--- src/hdl/hnrl_pkg.sv ---
`timescale 1ns / 1ps

package hnrl_pkg;

    // Field and state widths
    localparam int unsigned CHAR_W    = 8;
    localparam int unsigned TIME_W    = 63;
    localparam int unsigned HASH_W    = 32;
    localparam int unsigned CNT_W     = 32;
    localparam int unsigned LEN_W     = 4;
    localparam int unsigned WIN_BYTES = 11;
    localparam int unsigned WIN_W     = WIN_BYTES * CHAR_W;
    localparam int unsigned KW_COUNT  = 12;
    localparam int unsigned ENTRY_W   = HASH_W + TIME_W;

    // FNV-1a constants
    localparam logic [HASH_W-1:0] FNV_BASIS = 32'h811C_9DC5;
    localparam logic [HASH_W-1:0] FNV_PRIME = 32'h0100_0193;

    localparam logic [LEN_W-1:0] LEN_MAX       = 4'd15;
    localparam logic [LEN_W-1:0] LEN_TABLE_MIN = 4'd10;

    localparam logic [CNT_W-1:0] MIN_INTERVAL_RST = 32'd160000;

    typedef enum logic [1:0] {
        OUT_EXECUTED  = 2'd0,
        OUT_THROTTLED = 2'd1,
        OUT_BYPASSED  = 2'd2,
        OUT_EMPTY     = 2'd3
    } t_outcome;

    typedef enum logic [1:0] {
        KIND_EMPTY  = 2'd0,
        KIND_BYPASS = 2'd1,
        KIND_CHECK  = 2'd2
    } t_kind;

    // One finished name on its way to the table
    typedef struct packed {
        t_kind               kind;
        logic [HASH_W-1:0]   hash;
        logic [TIME_W-1:0]   now;
    } t_term;

    typedef struct packed {
        logic                allowed;
        t_outcome            outcome;
        logic [HASH_W-1:0]   hash;
        logic [CNT_W-1:0]    skipped;
        logic [CNT_W-1:0]    executed;
        logic [CNT_W-1:0]    bypassed;
    } t_result;

    // Keywords, right aligned: the last character sits in the low byte,
    // matching the newest byte of the window.
    localparam logic [WIN_W-1:0] KW_TEXT [KW_COUNT] = '{
        "OnUpdate", "OnEvent", "OnLoad", "OnShow", "OnHide", "OnDragStart",
        "OnDragStop", "OnMouseDown", "OnMouseUp", "OnEnter", "OnLeave", "OnClick"
    };
    localparam int unsigned KW_LEN [KW_COUNT] = '{8, 7, 6, 6, 6, 11, 10, 11, 9, 7, 7, 7};

    // True when the window ends with one of the keywords
    function automatic logic kw_hit(input logic [WIN_W-1:0] win);
        logic             hit;
        logic [WIN_W-1:0] mask;
        hit = 1'b0;
        for (int k = 0; k < KW_COUNT; k++) begin
            mask = (WIN_W'(1) << (CHAR_W * KW_LEN[k])) - WIN_W'(1);
            if (((win ^ KW_TEXT[k]) & mask) == '0) begin
                hit = 1'b1;
            end
        end
        return hit;
    endfunction

endpackage

--- src/hdl/hnrl_out_if.sv ---
`timescale 1ns / 1ps

interface hnrl_out_if;
    import hnrl_pkg::*;

    logic                valid;
    logic                ready;
    logic                allowed;
    logic [1:0]          outcome;
    logic [HASH_W-1:0]   name_hash;
    logic [CNT_W-1:0]    skipped_count;
    logic [CNT_W-1:0]    executed_count;
    logic [CNT_W-1:0]    bypassed_count;

    modport source (output valid, allowed, outcome, name_hash, skipped_count,
                    executed_count, bypassed_count, input ready);
    modport sink   (input valid, allowed, outcome, name_hash, skipped_count,
                    executed_count, bypassed_count, output ready);
endinterface

--- src/hdl/hnrl_decide.sv ---
`timescale 1ns / 1ps

module hnrl_decide #(
    parameter int unsigned TABLE_DEPTH = 512
) (
    input  logic                           i_clk,
    input  logic                           i_rst_n,
    input  logic [hnrl_pkg::CNT_W-1:0]     i_min_interval,
    input  logic                           i_valid,
    input  hnrl_pkg::t_term                i_data,
    input  logic [$clog2(TABLE_DEPTH)-1:0] i_slot,
    input  logic [hnrl_pkg::ENTRY_W-1:0]   i_rd_data,
    output logic                           o_adv,
    output logic                           o_wr_en,
    output logic [$clog2(TABLE_DEPTH)-1:0] o_wr_addr,
    output logic [hnrl_pkg::ENTRY_W-1:0]   o_wr_data,
    hnrl_out_if.source                     o_rsp
);
    import hnrl_pkg::*;

    logic             r_out_valid;
    t_result          r_out;
    logic             r_skid_valid;
    t_result          r_skid;
    logic [CNT_W-1:0] r_skip_total, r_run_total, r_bypass_total;

    logic [CNT_W-1:0]  n_skip_total, n_run_total, n_bypass_total;
    logic [HASH_W-1:0] w_tag;
    logic [TIME_W-1:0] w_last;
    logic [TIME_W:0]   w_limit;
    logic              w_throttle;
    logic              w_fire;
    t_result           w_res;

    // Freeze the pipeline while a result waits in the skid stage
    assign o_adv  = !r_skid_valid;
    assign w_fire = i_valid && !r_skid_valid;

    // Tag compare and interval check; now < last + min covers time going back
    assign w_tag      = i_rd_data[ENTRY_W-1:TIME_W];
    assign w_last     = i_rd_data[TIME_W-1:0];
    assign w_limit    = {1'b0, w_last} + (TIME_W+1)'(i_min_interval);
    assign w_throttle = (w_tag == i_data.hash) && ({1'b0, i_data.now} < w_limit);

    // Decide and bump the totals
    always_comb begin
        n_skip_total   = r_skip_total;
        n_run_total    = r_run_total;
        n_bypass_total = r_bypass_total;
        w_res.allowed  = 1'b1;
        w_res.outcome  = OUT_EMPTY;
        case (i_data.kind)
            KIND_EMPTY: begin
                w_res.allowed = 1'b1;
                w_res.outcome = OUT_EMPTY;
            end
            KIND_BYPASS: begin
                n_bypass_total = r_bypass_total + CNT_W'(1);
                w_res.allowed  = 1'b1;
                w_res.outcome  = OUT_BYPASSED;
            end
            KIND_CHECK: begin
                if (w_throttle) begin
                    n_skip_total  = r_skip_total + CNT_W'(1);
                    w_res.allowed = 1'b0;
                    w_res.outcome = OUT_THROTTLED;
                end else begin
                    n_run_total   = r_run_total + CNT_W'(1);
                    w_res.allowed = 1'b1;
                    w_res.outcome = OUT_EXECUTED;
                end
            end
            default: begin
                w_res.allowed = 1'b1;
                w_res.outcome = OUT_EMPTY;
            end
        endcase
        w_res.hash     = i_data.hash;
        w_res.skipped  = n_skip_total;
        w_res.executed = n_run_total;
        w_res.bypassed = n_bypass_total;
    end

    // Store hash and time on every allowed table check
    assign o_wr_en   = w_fire && (i_data.kind == KIND_CHECK) && !w_throttle;
    assign o_wr_addr = i_slot;
    assign o_wr_data = {i_data.hash, i_data.now};

    always_ff @(posedge i_clk) begin
        if (!i_rst_n) begin
            r_skip_total   <= '0;
            r_run_total    <= '0;
            r_bypass_total <= '0;
        end else if (w_fire) begin
            r_skip_total   <= n_skip_total;
            r_run_total    <= n_run_total;
            r_bypass_total <= n_bypass_total;
        end
    end

    // Output register with skid stage
    always_ff @(posedge i_clk) begin
        if (!i_rst_n) begin
            r_out_valid  <= 1'b0;
            r_skid_valid <= 1'b0;
        end else if (!r_out_valid || o_rsp.ready) begin
            if (r_skid_valid) begin
                r_out_valid  <= 1'b1;
                r_skid_valid <= 1'b0;
            end else begin
                r_out_valid  <= w_fire;
            end
        end else if (w_fire) begin
            r_skid_valid <= 1'b1;
        end
    end

    always_ff @(posedge i_clk) begin
        if (!r_out_valid || o_rsp.ready) begin
            r_out <= r_skid_valid ? r_skid : w_res;
        end else if (w_fire) begin
            r_skid <= w_res;
        end
    end

    assign o_rsp.valid          = r_out_valid;
    assign o_rsp.allowed        = r_out.allowed;
    assign o_rsp.outcome        = r_out.outcome;
    assign o_rsp.name_hash      = r_out.hash;
    assign o_rsp.skipped_count  = r_out.skipped;
    assign o_rsp.executed_count = r_out.executed;
    assign o_rsp.bypassed_count = r_out.bypassed;
endmodule

--- src/flat_wrapper.sv ---
// flat-port wrapper written by rule: the top's interface ports become plain ports
module hnrl_decide_flat import hnrl_pkg::*;
#(
    parameter int unsigned TABLE_DEPTH = 512
)
  (i_clk, i_rst_n, i_min_interval, i_valid, i_data, i_slot, i_rd_data, o_adv, o_wr_en, o_wr_addr, o_wr_data, o_rsp_valid, o_rsp_allowed, o_rsp_outcome, o_rsp_name_hash, o_rsp_skipped_count, o_rsp_executed_count, o_rsp_bypassed_count, o_rsp_ready);
  hnrl_out_if o_rsp_i ();
  input  logic i_clk;
  input  logic i_rst_n;
  input  logic [hnrl_pkg::CNT_W-1:0] i_min_interval;
  input  logic i_valid;
  input  hnrl_pkg::t_term i_data;
  input  logic [$clog2(TABLE_DEPTH)-1:0] i_slot;
  input  logic [hnrl_pkg::ENTRY_W-1:0] i_rd_data;
  output logic o_adv;
  output logic o_wr_en;
  output logic [$clog2(TABLE_DEPTH)-1:0] o_wr_addr;
  output logic [hnrl_pkg::ENTRY_W-1:0] o_wr_data;
  output wire logic [$bits(o_rsp_i.valid)-1:0] o_rsp_valid;
  output wire logic [$bits(o_rsp_i.allowed)-1:0] o_rsp_allowed;
  output wire logic [$bits(o_rsp_i.outcome)-1:0] o_rsp_outcome;
  output wire logic [$bits(o_rsp_i.name_hash)-1:0] o_rsp_name_hash;
  output wire logic [$bits(o_rsp_i.skipped_count)-1:0] o_rsp_skipped_count;
  output wire logic [$bits(o_rsp_i.executed_count)-1:0] o_rsp_executed_count;
  output wire logic [$bits(o_rsp_i.bypassed_count)-1:0] o_rsp_bypassed_count;
  input wire logic [$bits(o_rsp_i.ready)-1:0] o_rsp_ready;
  assign o_rsp_valid = o_rsp_i.valid;
  assign o_rsp_allowed = o_rsp_i.allowed;
  assign o_rsp_outcome = o_rsp_i.outcome;
  assign o_rsp_name_hash = o_rsp_i.name_hash;
  assign o_rsp_skipped_count = o_rsp_i.skipped_count;
  assign o_rsp_executed_count = o_rsp_i.executed_count;
  assign o_rsp_bypassed_count = o_rsp_i.bypassed_count;
  assign o_rsp_i.ready = o_rsp_ready;
  hnrl_decide #(.TABLE_DEPTH(TABLE_DEPTH)) u_core (.i_clk(i_clk), .i_rst_n(i_rst_n), .i_min_interval(i_min_interval), .i_valid(i_valid), .i_data(i_data), .i_slot(i_slot), .i_rd_data(i_rd_data), .o_adv(o_adv), .o_wr_en(o_wr_en), .o_wr_addr(o_wr_addr), .o_wr_data(o_wr_data), .o_rsp(o_rsp_i));
endmodule
--- config.mk ---
export PLATFORM = sky130hd
export DESIGN_NAME = hnrl_decide_flat
export DESIGN_NICKNAME = d
export VERILOG_FILES = /design/src/hdl/hnrl_pkg.sv /design/src/hdl/hnrl_out_if.sv /design/src/hdl/hnrl_decide.sv /design/src/flat_wrapper.sv
export SDC_FILE = /design/constraint.sdc
export NUM_CORES = 1
export LEC_CHECK = 0
export BUFFER_PORTS_ARGS = -buffer_cell sky130_fd_sc_hd__clkbuf_2
export CORE_ASPECT_RATIO = 1.1
export CORE_MARGIN = 2
export CORE_UTILIZATION = 27
export DETAILED_ROUTE_END_ITERATION = 8
export PLACE_DENSITY = 0.46
export SYNTH_ARGS = -nofsm -noshare
export SYNTH_HDL_FRONTEND = slang
export SYNTH_SLANG_ARGS = --single-unit
export TNS_END_PERCENT = 100
--- constraint.sdc ---
create_clock -name i_clk -period 11.4 [get_ports i_clk]
set_input_delay 1.14 -clock i_clk [delete_from_list [all_inputs] [get_ports i_clk]]
set_output_delay 1.14 -clock i_clk [all_outputs]
set_load 0.03 [all_outputs]
# Word level (Yosys, flattened, before mapping)
# Cells that the tools add are included.
[word_totals] regBits=360 out_inout_bits=238 input_bits=237 wordCells=46
[classes] bitwise_logic=2 n_addsub=4 n_eq_ne=3 n_mux=9 magnitude_cmp=1 n_reduce_logical=10
[ops] op="$mux W32" n=5
[ops] op="$mux W131" n=1
[ops] op="$add A32 B1 Y32 const B" n=3
[ops] op="$add A63 B32 Y64" n=1
[ops] op="$lt A63 B64 Y1" n=1
[ops] op="$eq A32 B32 Y1" n=1
[ops] op="$pmux W3 S2" n=1
[ops] op="$logic_and A1 B1 Y1" n=4
[ops] op="$logic_not A1 Y1" n=3
[ops] op="$mux W3" n=1
[ops] op="$eq A2 B1 Y1 const B" n=1
[ops] op="$eq A2 B2 Y1 const B" n=1
[ops] op="$not A1 Y1" n=2
[ops] op="$reduce_and A2 Y1" n=1
[ops] op="$reduce_or A2 Y1" n=1
[ops] op="$logic_or A1 B1 Y1" n=1
[ops] op="$mux W1" n=1

# Depth between registers and ports, before layout
# Gate-level depths: netlist of the first run.
[logic_depth] ltp_word=6 mapped_depth=27 ltp_nobuf=22

# Least setup slack after synthesis of the first run
# OpenSTA, ideal clock, no wires.
[synth_timing] path_kind="input -> register" startpoint="in o_rsp_ready" endpoint="reg u_core.r_skid[0] (netlist name) (enable)" required_ns=10.074 setup_slack_ns=-0.395 setup_time_ns=1.326 path_buffers=0 path_stages=2 arrival_ns=10.470 path_cell_list="nand2b_1 nor2_1"
[synth_between] elab_chain_cells=3
[synth_rtl] element="start: declaration" line_no="flat_wrapper.sv:26" text="input wire logic [$bits(o_rsp_i.ready)-1:0] o_rsp_ready;"
[synth_rtl] element="$logic_or A1 B1 Y1" line_no="hnrl_decide.sv:119" text="if (!r_out_valid || o_rsp.ready) begin"
[synth_rtl] element="$not A1 Y1 (no line)"
[synth_rtl] element="$reduce_and A2 Y1 (no line)"
[synth_rtl] element="end signal: assignment" line_no="hnrl_decide.sv:122" text="r_skid <= w_res;"
[synth_rtl] element="end: declaration" line_no="hnrl_decide.sv:24" text="t_result r_skid;"
# Every way passes these cells.
# A chain may end at the register's enable or synchronous reset.

# Worst setup path after layout of the first run
[layout_timing] startpoint="in i_min_interval[0] (netlist name)" endpoint="out o_wr_en"
[layout_between] elab_chain_cells=5
[layout_rtl] element="start: declaration" line_no="flat_wrapper.sv:10" text="input logic [hnrl_pkg::CNT_W-1:0] i_min_interval;"
[layout_rtl] element="$add A63 B32 Y64" line_no="hnrl_decide.sv:42" text="assign w_limit = {1'b0, w_last} + (TIME_W+1)'(i_min_interval);"
[layout_rtl] element="$lt A63 B64 Y1" line_no="hnrl_decide.sv:43" text="assign w_throttle = (w_tag == i_data.hash) && ({1'b0, i_data.now} < w_limit);"
[layout_rtl] element="$logic_and A1 B1 Y1" line_no="hnrl_decide.sv:43"
[layout_rtl] element="$logic_not A1 Y1" line_no="hnrl_decide.sv:85" text="assign o_wr_en = w_fire && (i_data.kind == KIND_CHECK) && !w_throttle;"
[layout_rtl] element="$logic_and A1 B1 Y1" line_no="hnrl_decide.sv:85"
[layout_rtl] element="end: declaration" line_no="flat_wrapper.sv:16" text="output logic o_wr_en;"
# Every way passes these cells.

==> flow_summary.toml, run 1 <==
[outcome]
status = "finished, final reports clean"

[worst_setup_path]
startpoint_type = "input port"
r2r_cells = 10
worstPathRequired_ns = 10.26
path_cells = "clkbuf_2, ha_1, inv_1, fa_1, nor2b_1, o2111ai_1, and4b_1, or3_1, a31oi_1, o21ai_0, o31a_1, nor3_1, xnor2_1, ha_1, nand4_1, nor4_1, nand2_1, or4_1, o221a_2, a21oi_2, o21ai_2, buf_4, nor2_1, clkbuf_2"
path_buf_inv = 4
crit_arrival_ns = 7.14
crit_fanout = 36
cp-end-kind = "output port"
crit_type = "input port to output port"
cp_slowest_cell = "o31a_1"
critical_path.top_delay_family = "simple AND/OR/NAND/NOR gates"
slowest_delay_ns = 0.53
cp.depth = 24

[yosys]
ys.flop_type = "edfxtp_1"
synth_area_mm2 = 0.0208
synth.distinct_cells = 67
ys_warn_count = 0
synth_top_area_cell = "edfxtp_1"
synth_most_common_cell = "edfxtp_1"
synth_edf_count = 262
syn-num-nets = 2322
synth_area_per_cell_um2 = 10.5
synthesis.instances = 1985
synth_area_leaders = "edfxtp_1 38%, dfxtp_1 9.4%, ha_1 6.0%"
synth_common_cells = "262 x edfxtp_1, 165 x nand2_1, 118 x a21oi_1, 105 x xor2_1, 104 x buf_4"
ys_seq_area_share_pct = 47.3
async_flop_share_pct = 0
netlist.area_leader.share_pct = 37.8
ys_ff_latch = 360

[drt]
route.detailed.drc = 0
ant_nets = 0
vias_per_cell = 4.86
wl_per_cell_um = 18.3
wirelength_mm = 61.9
drt_iter0_markers = 1001
drt_pass1_iterations = 5
route.vias.total = 16400

[pwr]
vdd_drop_max_uv = 79.9
p_seq_share_pct = 45.6
intPower_uw = 2320
power_uw = 3210
pwr-share-comb_pct = 15.9
pwr-share-clk_pct = 38.5
sw_frac_of_total_pct = 27.5
switchingPower_uw = 883
p_leak_uw = 0.00986
p_per_area_mw_per_mm2 = 130

[global_route]
grt_overflow = 0
antenna_found_initial = 0
grt_max_degree = 75
grt_first_pass_wirelength_mm = 95.1
grt_pass1_vias = 16200
grt_usage_pct = 15.3

[layout]
layout.nets = 2656
fill_cells = 7869
areaGrowthSynthToFinish_pct = 18.6
drive_gt1_share_pct = 28.1
num_antenna_cells = 0

[cts]
cts_sinks = 360
h-tree-depth = 2
postCtsSetupRepairBufs = 0
clock_path_buffers = 3
cts_resized = 0
clock_latency_ns = 0.54
cts_tree = "done"
cts-hold-fix-buffers = 0
clock-root-buffer = "clkbuf_16"
cts_buffers = 38
path_clk_slew_ns = 0.06

[floorplan]
core_area_mm2 = 0.0761
initial_core_util_pct = 27.3
die-area_mm2 = 0.0793
die_h_um = 295
die_w_um = 269
rows = 106
io_pins = 475

[sta]
final-setup-viol-count = 0
drv_slew = 0
post-route-period-util_pct = 72.6
fin_skew_ns = 0.0167
worst_slew_pin_slew_ns = 1.18
final-hold-violation-count = 0
fmax_mhz = 121
slew_headroom_pct = 21.6
rsz0062_at_grt = "false"
min_period_ns = 8.28
fin_setup_tns_ns = 0

[worst_hold_path]
hold-path-cell-count = 2
min_path_type = "flip-flop to flip-flop"

[place]
gp_congestion = 0.898
io_buffers = 456
hpwlAfterDp_mm = 45.7

[run]
maxCapViolations = 0
[tightest hold or removal path: cells and delay by family, from the launching register on]
kind / cells / cell delay (ns)
AO/OA/AOI/OAI: 2 / 0.13
flip-flops: 1 / 0.32
[final timing paths]
| check | slack (ns) | endpoint | from |
|---|---|---|---|
| min reg2reg | 0.49 | u_core.r_run_total[31] | u_core.r_run_total[31] |
| max | 3.12 | o_wr_en | i_min_interval[0] |
| max reg2reg | 7.99 | u_core.o_rsp.skipped_count[16] | u_core.r_skip_total[0] |
| min | 0.49 | u_core.r_run_total[31] | u_core.r_run_total[31] |
[layout by cell type (no fill, tap or decap), types with 21 or more instances in the layout]
master,synthesis,routed
xor2_1,105,105
nand2_1,165,164
or3_1,51,51
nand4_1,53,53
or4_1,39,39
dfxtp_1,98,97
a21oi_1,118,118
nand2b_1,25,24
mux2_2,90,90
nor4_1,26,26
nor2_1,97,96
nor3_1,35,35
xnor2_1,62,62
and2_1,21,21
edfxtp_1,262,262
o21ai_0,78,78
o31ai_1,41,41
a21o_1,23,23
clkbuf_2,0,456
ha_1,99,99
inv_1,33,32
clkbuf_16,0,39
nand3_1,63,63
and3_1,32,32
a31oi_1,35,35
[state kept, by name, indices dropped and copies added (netlist names)]
name and cells:
u_core.r_skid_valid 1, u_core.o_rsp.name_hash 32, u_core.o_rsp.executed_count 32, u_core.o_rsp.outcome 2, u_core.o_rsp.bypassed_count 32, u_core.r_bypass_total 32, u_core.r_skid 131, u_core.o_rsp.allowed 1
u_core.o_rsp.skipped_count 32, u_core.r_run_total 32, u_core.o_rsp.valid 1, u_core.r_skip_total 32
[per-stage QoR]
step	cell area (um^2)	worst slack (ns)	hold WS (ns)	utilization, %	std cells
5_1_grt	24700	2.65	0.522	32.4	3375
3_3_place_gp	23400	3.19	0.475	30.8	3305
4_1_cts	24700	3.12	0.493	32.4	3375
3_5_place_dp	23400	3.14	0.484	30.8	3305
6_report	24700	3.12	0.493	32.4	3375
2_1_floorplan	20800	2.25	0.460	-	1985
[per-layer routing]
layer / GRT usage (%) / vias up / part of all wire (%)
met4: 4.70 / 0 / 2.6
li1: - / 8014 / -
met5: 0 / - / 0
met1: 19.6 / 7906 / 44
met2: 26.6 / 395 / 49
met3: 1.99 / 86 / 4.1
[final cells by class]
cell class	instances	area (um^2)	share of cell area (%)
Sequential cell	360	9830	39.9
Multi-Input combinational cell	1409	9760	39.6
Timing Repair Buffer	476	2430	9.87
Tap cell	1026	1280	5.21
Clock buffer	56	1080	4.38
Clock inverter	14	138	0.558
Inverter	34	130	0.528
[power groups by stage]
stage	logic (uW)	clock network (uW)	registers, uW
2_1_floorplan	279	0	1550
3_5_place_dp	514	0	1490
6_report	510	1240	1460
5_1_grt	557	1330	1470
3_3_place_gp	509	0	1490
4_1_cts	517	1280	1460
[cell families after synthesis]
group / Yosys count / synth area share [%]
buf+inv: 216 / 5.91
xor+xnor: 167 / 7.03
mux: 97 / 5.21
compound gates: 396 / 12.2
flops: 360 / 47.3
simple gates: 649 / 16.3
fa+ha+maj: 100 / 6.05
Power figures use the tool's default switching activity.
==> inputs of run 2 (changes only) <==
Settings changed: ABC_AREA set to 1, PLACE_DENSITY 0.46 to 0.44.
Clock period 11.4 ns to 8.5 ns, I/O delays scaled along.
==> run 2 against run 1 <==
Compared with the run above: sequential power up 42%; combinational power up 80%; clock skew up 0.0089 ns; worst setup slack worse by 1.4 ns; via count up 10%; register-to-register slack worse by 3.1 ns; final cell count up 20%; utilization about the same; flip-flop and latch count unchanged; total power up 52%; cell area up 4.0%; critical path type unchanged; critical endpoint unchanged.
==> flow_summary.toml, run 2 <==
[cts]
clock_path_buffers = 3
cts_sinks = 360
clock-root-buffer = "clkbuf_16"
postCtsSetupRepairBufs = 0
cts_resized = 0
path_clk_slew_ns = 0.06
cts_tree = "done"
clock_latency_ns = 0.56
cts-hold-fix-buffers = 0
cts_buffers = 41
h-tree-depth = 2

[pwr]
vdd_drop_max_uv = 112
power_uw = 4880
p_per_area_mw_per_mm2 = 190
p_leak_uw = 0.0120

[global_route]
antenna_found_initial = 0
grt_usage_pct = 15.6
grt_pass1_vias = 17300
grt_first_pass_wirelength_mm = 100
grt_max_degree = 76
grt_overflow = 0

[floorplan]
rows = 108
core_area_mm2 = 0.0792
io_pins = 475
die_w_um = 274
die_h_um = 301
die-area_mm2 = 0.0824
initial_core_util_pct = 27.3

[layout]
regMostFlops = "u_core.r_skid"
largest_reg_flops = 131
areaGrowthSynthToFinish_pct = 18.4
layout.nets = 3305
final_common_cell = "nand2_1"
drive_gt1_share_pct = 21.5
layout.cells.non_filler = 4045
layout_common_cells = "711 x nand2_1, 456 x clkbuf_2, 324 x inv_1"
num_antenna_cells = 0
fin_util_pct = 32.4
fill_cells = 8467

[yosys]
synth.distinct_cells = 48
synth_area_mm2 = 0.0216
synth_most_common_cell = "nand2_1"
async_flop_share_pct = 0
synth_area_leaders = "edfxtp_1 36%, nand2_1 12%, dfxtp_1 9.1%"
ys_seq_area_share_pct = 45.4
ys_ff_latch = 360
synth_common_cells = "711 x nand2_1, 327 x inv_1, 262 x edfxtp_1, 168 x nor2_1, 149 x a21oi_1"
synth_area_per_cell_um2 = 8.21
synth_top_area_cell = "edfxtp_1"
syn-num-nets = 2974
synthesis.instances = 2637
ys_warn_count = 0
synth_edf_count = 262
ys.flop_type = "edfxtp_1"
netlist.area_leader.share_pct = 36.4

[drt]
vias_per_cell = 4.46
drt_pass1_iterations = 5
wl_per_cell_um = 16.4
route.detailed.drc = 0
route.vias.total = 18000
ant_nets = 0
wirelength_mm = 66.2
drt_iter0_markers = 937

[worst_setup_path]
crit_fanout = 64
startpoint_type = "input port"
worstPathRequired_ns = 7.65
crit_type = "input port to output port"
cp-end-kind = "output port"
crit_arrival_ns = 5.89

[sta]
post-route-period-util_pct = 79.3
slew_headroom_pct = 33.4
worst_slew_pin_slew_ns = 0.998
fmax_mhz = 148
final-setup-viol-count = 0
min_period_ns = 6.74
fin_skew_ns = 0.0256
fin_setup_tns_ns = 0
rsz0062_at_grt = "false"
final-hold-violation-count = 0
drv_slew = 0

[worst_hold_path]
min_path_type = "flip-flop to flip-flop"

[place]
gp_congestion = 0.884
hpwlAfterDp_mm = 48.9
placed_cells = 3970
io_buffers = 456

[run]
maxCapViolations = 0

[outcome]
status = "finished, final reports clean"
[run 2: final cells by class]
cell class | instances | area [um^2] | share of cell area (%)
clock inverter | 21 | 277 | 1.08
sequential | 360 | 9830 | 38.4
multi-input combinational | 1754 | 9410 | 36.7
clock buffer | 54 | 1140 | 4.43
timing repair buffer | 469 | 2380 | 9.28
tap | 1045 | 1310 | 5.10
inverter | 342 | 1290 | 5.05
[run 2: where the power goes]
| part | leakage, uW | internal, uW | switching (uW) |
|---|---|---|---|
| Clock | 0.000681 | 1130 | 760 |
| Sequential | 0.00347 | 2010 | 61.8 |
| Combinational | 0.00789 | 282 | 635 |
[run 2: per-layer routing]
metal  global-route usage [%]  part of all wire [%]  vias to the layer above
met3                     2.56                   5.1                       72
met5                        0                     0                        -
li1                         -                     -                     9234
met2                     26.7                    47                      476
met1                     20.6                    46                     8253
met4                     3.45                   1.8                        0
[run 2: through the flow]
stage | hold slack [ns] | setup slack, ns | cell area (um^2)
after floorplan | 0.467 | -0.765 | 21700
after global placement | 0.497 | 1.81 | 24200
after detailed placement | 0.494 | 1.68 | 24200
after CTS | 0.485 | 1.66 | 25600
after global routing | 0.491 | 1.22 | 25600
final | 0.505 | 1.76 | 25600
[run 2: critical path: stages]
cell      delay (ns)
clkbuf_2        0.08
ha_1            0.18
inv_1           0.06
fa_1            0.42
o21ai_2         0.24
a21o_1          0.20
a21oi_1         0.14
o21ai_1         0.27
a21oi_1         0.19
nor2_1          0.21
nand2_1         0.17
nor3_1          0.22
xor2_1          0.10
ha_1            0.30
nand3_1         0.06
nor3_1          0.25
and3_1          0.30
nand4_2         0.12
nand2_2         0.12
clkinv_2        0.11
nand3_4         0.52
nand2_2         0.19
inv_1           0.16
nand2_1         0.08
inv_2           0.09
clkbuf_2        0.25
[run 2: final timing paths]
kind / from / endpoint / slack [ns] / cells after the start
setup / recovery: i_min_interval[0] / o_wr_en / 1.76 / 26
setup reg to reg: u_core.r_skid_valid / u_core.r_skid[29] / 4.86 / 4
hold / removal: u_core.r_run_total[1] / u_core.r_run_total[1] / 0.50 / 2
hold reg to reg: u_core.r_run_total[1] / u_core.r_run_total[1] / 0.50 / 2
[run 2: cells by family after synthesis]
group                    synth area share [%]
XOR/XNOR                                 4.49
AND/OR/NAND/NOR                          24.8
buffers and inverters                    11.2
AO/OA/AOI/OAI                            8.25
flip-flops                               45.4
adder cells (fa/ha/maj)                  5.82
==> inputs of run 3 (changes only) <==
Clock period 8.5 ns to 6.84 ns, I/O delays scaled along.
==> run 3 against run 2 <==
Compared with the run above: sequential power up 25%; clock power up 17%; via count down 0.22%; register-to-register slack worse by 1.6 ns; clock skew up 0.0021 ns; die area unchanged; critical path depth unchanged; critical path type unchanged; largest cell class unchanged.
==> flow_summary.toml, run 3 (synthesis results as in run 2) <==
[layout]
layout.cells.non_filler = 4044
num_antenna_cells = 0
drive_gt1_share_pct = 21.5
fill_cells = 8391
largest_reg_flops = 131
post-route-cell-area_mm2 = 0.0256
layout.nets = 3304
areaGrowthSynthToFinish_pct = 18.2
final_common_cell = "nand2_1"
layout_common_cells = "711 x nand2_1, 456 x clkbuf_2, 324 x inv_1"
regMostFlops = "u_core.r_skid"

[floorplan]
rows = 108
initial_core_util_pct = 27.3
die_h_um = 301
core_area_mm2 = 0.0792
die_w_um = 274
die-area_mm2 = 0.0824
io_pins = 475

[global_route]
grt_pass1_vias = 17400
grt_overflow = 0
antenna_found_initial = 0
grt_usage_pct = 15.9
grt_first_pass_wirelength_mm = 102
grt_max_degree = 135

[cts]
h-tree-depth = 2
cts_tree = "done"
postCtsSetupRepairBufs = 0
cts_resized = 0
cts_sinks = 360
cts_buffers = 40
clock_path_buffers = 3
cts-hold-fix-buffers = 0
path_clk_slew_ns = 0.06
clock_latency_ns = 0.57
clock-root-buffer = "clkbuf_16"

[sta]
worst_slew_pin_slew_ns = 0.985
fmax_mhz = 174
final-setup-viol-count = 0
final-hold-violation-count = 0
slew_headroom_pct = 34.3
min_period_ns = 5.76
fin_ws_ns = 1.08
finalHoldWorstSlack_ns = 0.345
drv_slew = 0
fin_skew_ns = 0.0278
post-route-period-util_pct = 84.2
rsz0062_at_grt = "false"

[pwr]
sw_frac_of_total_pct = 30.2
p_leak_uw = 0.0120
pwr-share-comb_pct = 19.2
p_seq_share_pct = 43.4
pwr-share-clk_pct = 37.4
vdd_drop_max_uv = 165
intPower_uw = 4150
p_per_area_mw_per_mm2 = 232
switchingPower_uw = 1800

[drt]
drt_pass1_iterations = 5
ant_nets = 0
wirelength_mm = 67.0
wl_per_cell_um = 16.6
route.vias.total = 18000
drt_iter0_markers = 848
route.detailed.drc = 0
vias_per_cell = 4.45

[worst_setup_path]
slowest_delay_ns = 0.41
crit_arrival_ns = 5.08
cp_slowest_cell = "fa_1"
cp-end-kind = "output port"
critical_path.top_delay_family = "simple AND/OR/NAND/NOR gates"
crit_type = "input port to output port"
startpoint_type = "input port"
crit_fanout = 5
worstPathRequired_ns = 6.16
path_buf_inv = 6

[place]
hpwlAfterDp_mm = 48.7
dpl_worst_slack_ns = 1.03
placed_cells = 3970
gp_congestion = 0.887
postPlaceCellArea_mm2 = 0.0242
io_buffers = 456

[outcome]
status = "finished, final reports clean"

[run]
maxCapViolations = 0

[worst_hold_path]
min_path_type = "input port to flip-flop"
-- run 3: changes by cell type in the layout (fill, tap and decap cells not counted), sizes merged --
cell and change:
inv -1, clkinvlp -1, clkbuf +1, clkinv +3, bufinv -3
-- run 3: area by class of cell --
class	count	area (um^2)	share of cell area (%)
clock buffers	55	1150	4.49
clock inverters	19	190	0.743
inverters	342	1290	5.06
multi-input cells	1754	9410	36.8
flip-flops and latches	360	9830	38.4
well taps	1045	1310	5.11
repair buffers	469	2400	9.40
-- run 3: per-layer routing --
layer	share of wire (%)	vias to the layer above	GRT usage [%]
met2	47	486	26.8
li1	-	9228	-
met4	2.0	0	3.95
met5	0	-	0
met3	5.0	84	2.50
met1	46	8198	21.1
-- run 3: path summary, 6_finish.rpt --
check / slack, ns / cells after the start / startpoint / endpoint
setup / recovery: 1.08 / 26 / i_min_interval[0] / o_wr_en
hold / removal: 0.35 / 1 / i_data[82] / u_core.r_skid[115]
setup reg to reg: 3.23 / 4 / u_core.r_skid_valid / u_core.r_skid[16]
hold reg to reg: 0.51 / 2 / u_core.r_skid[124] / u_core.o_rsp.name_hash[28]
-- run 3: through the flow --
step	util (%)	power [uW]	setup TNS, ns
after global routing	32.3	6260	0
after global placement	30.6	3780	0
after detailed placement	30.6	3780	0
after CTS	32.3	6060	0
after floorplan	-	3410	-295.94
final	32.3	5940	0
-- run 3: worst reg2reg max path, stage by stage, from the launching register on --
cell and delay (ns):
dfxtp_4 0.46, nor2_4 0.59, inv_2 0.53, nor2_4 0.87, buf_4 0.71
-- run 3: power groups by stage --
stage / Combinational (uW) / Clock, uW / Sequential, uW
after floorplan: 642 / 0 / 2770
after global placement: 1150 / 0 / 2630
after detailed placement: 1150 / 0 / 2630
after CTS: 1160 / 2310 / 2580
after global routing: 1280 / 2390 / 2600
final: 1140 / 2220 / 2580
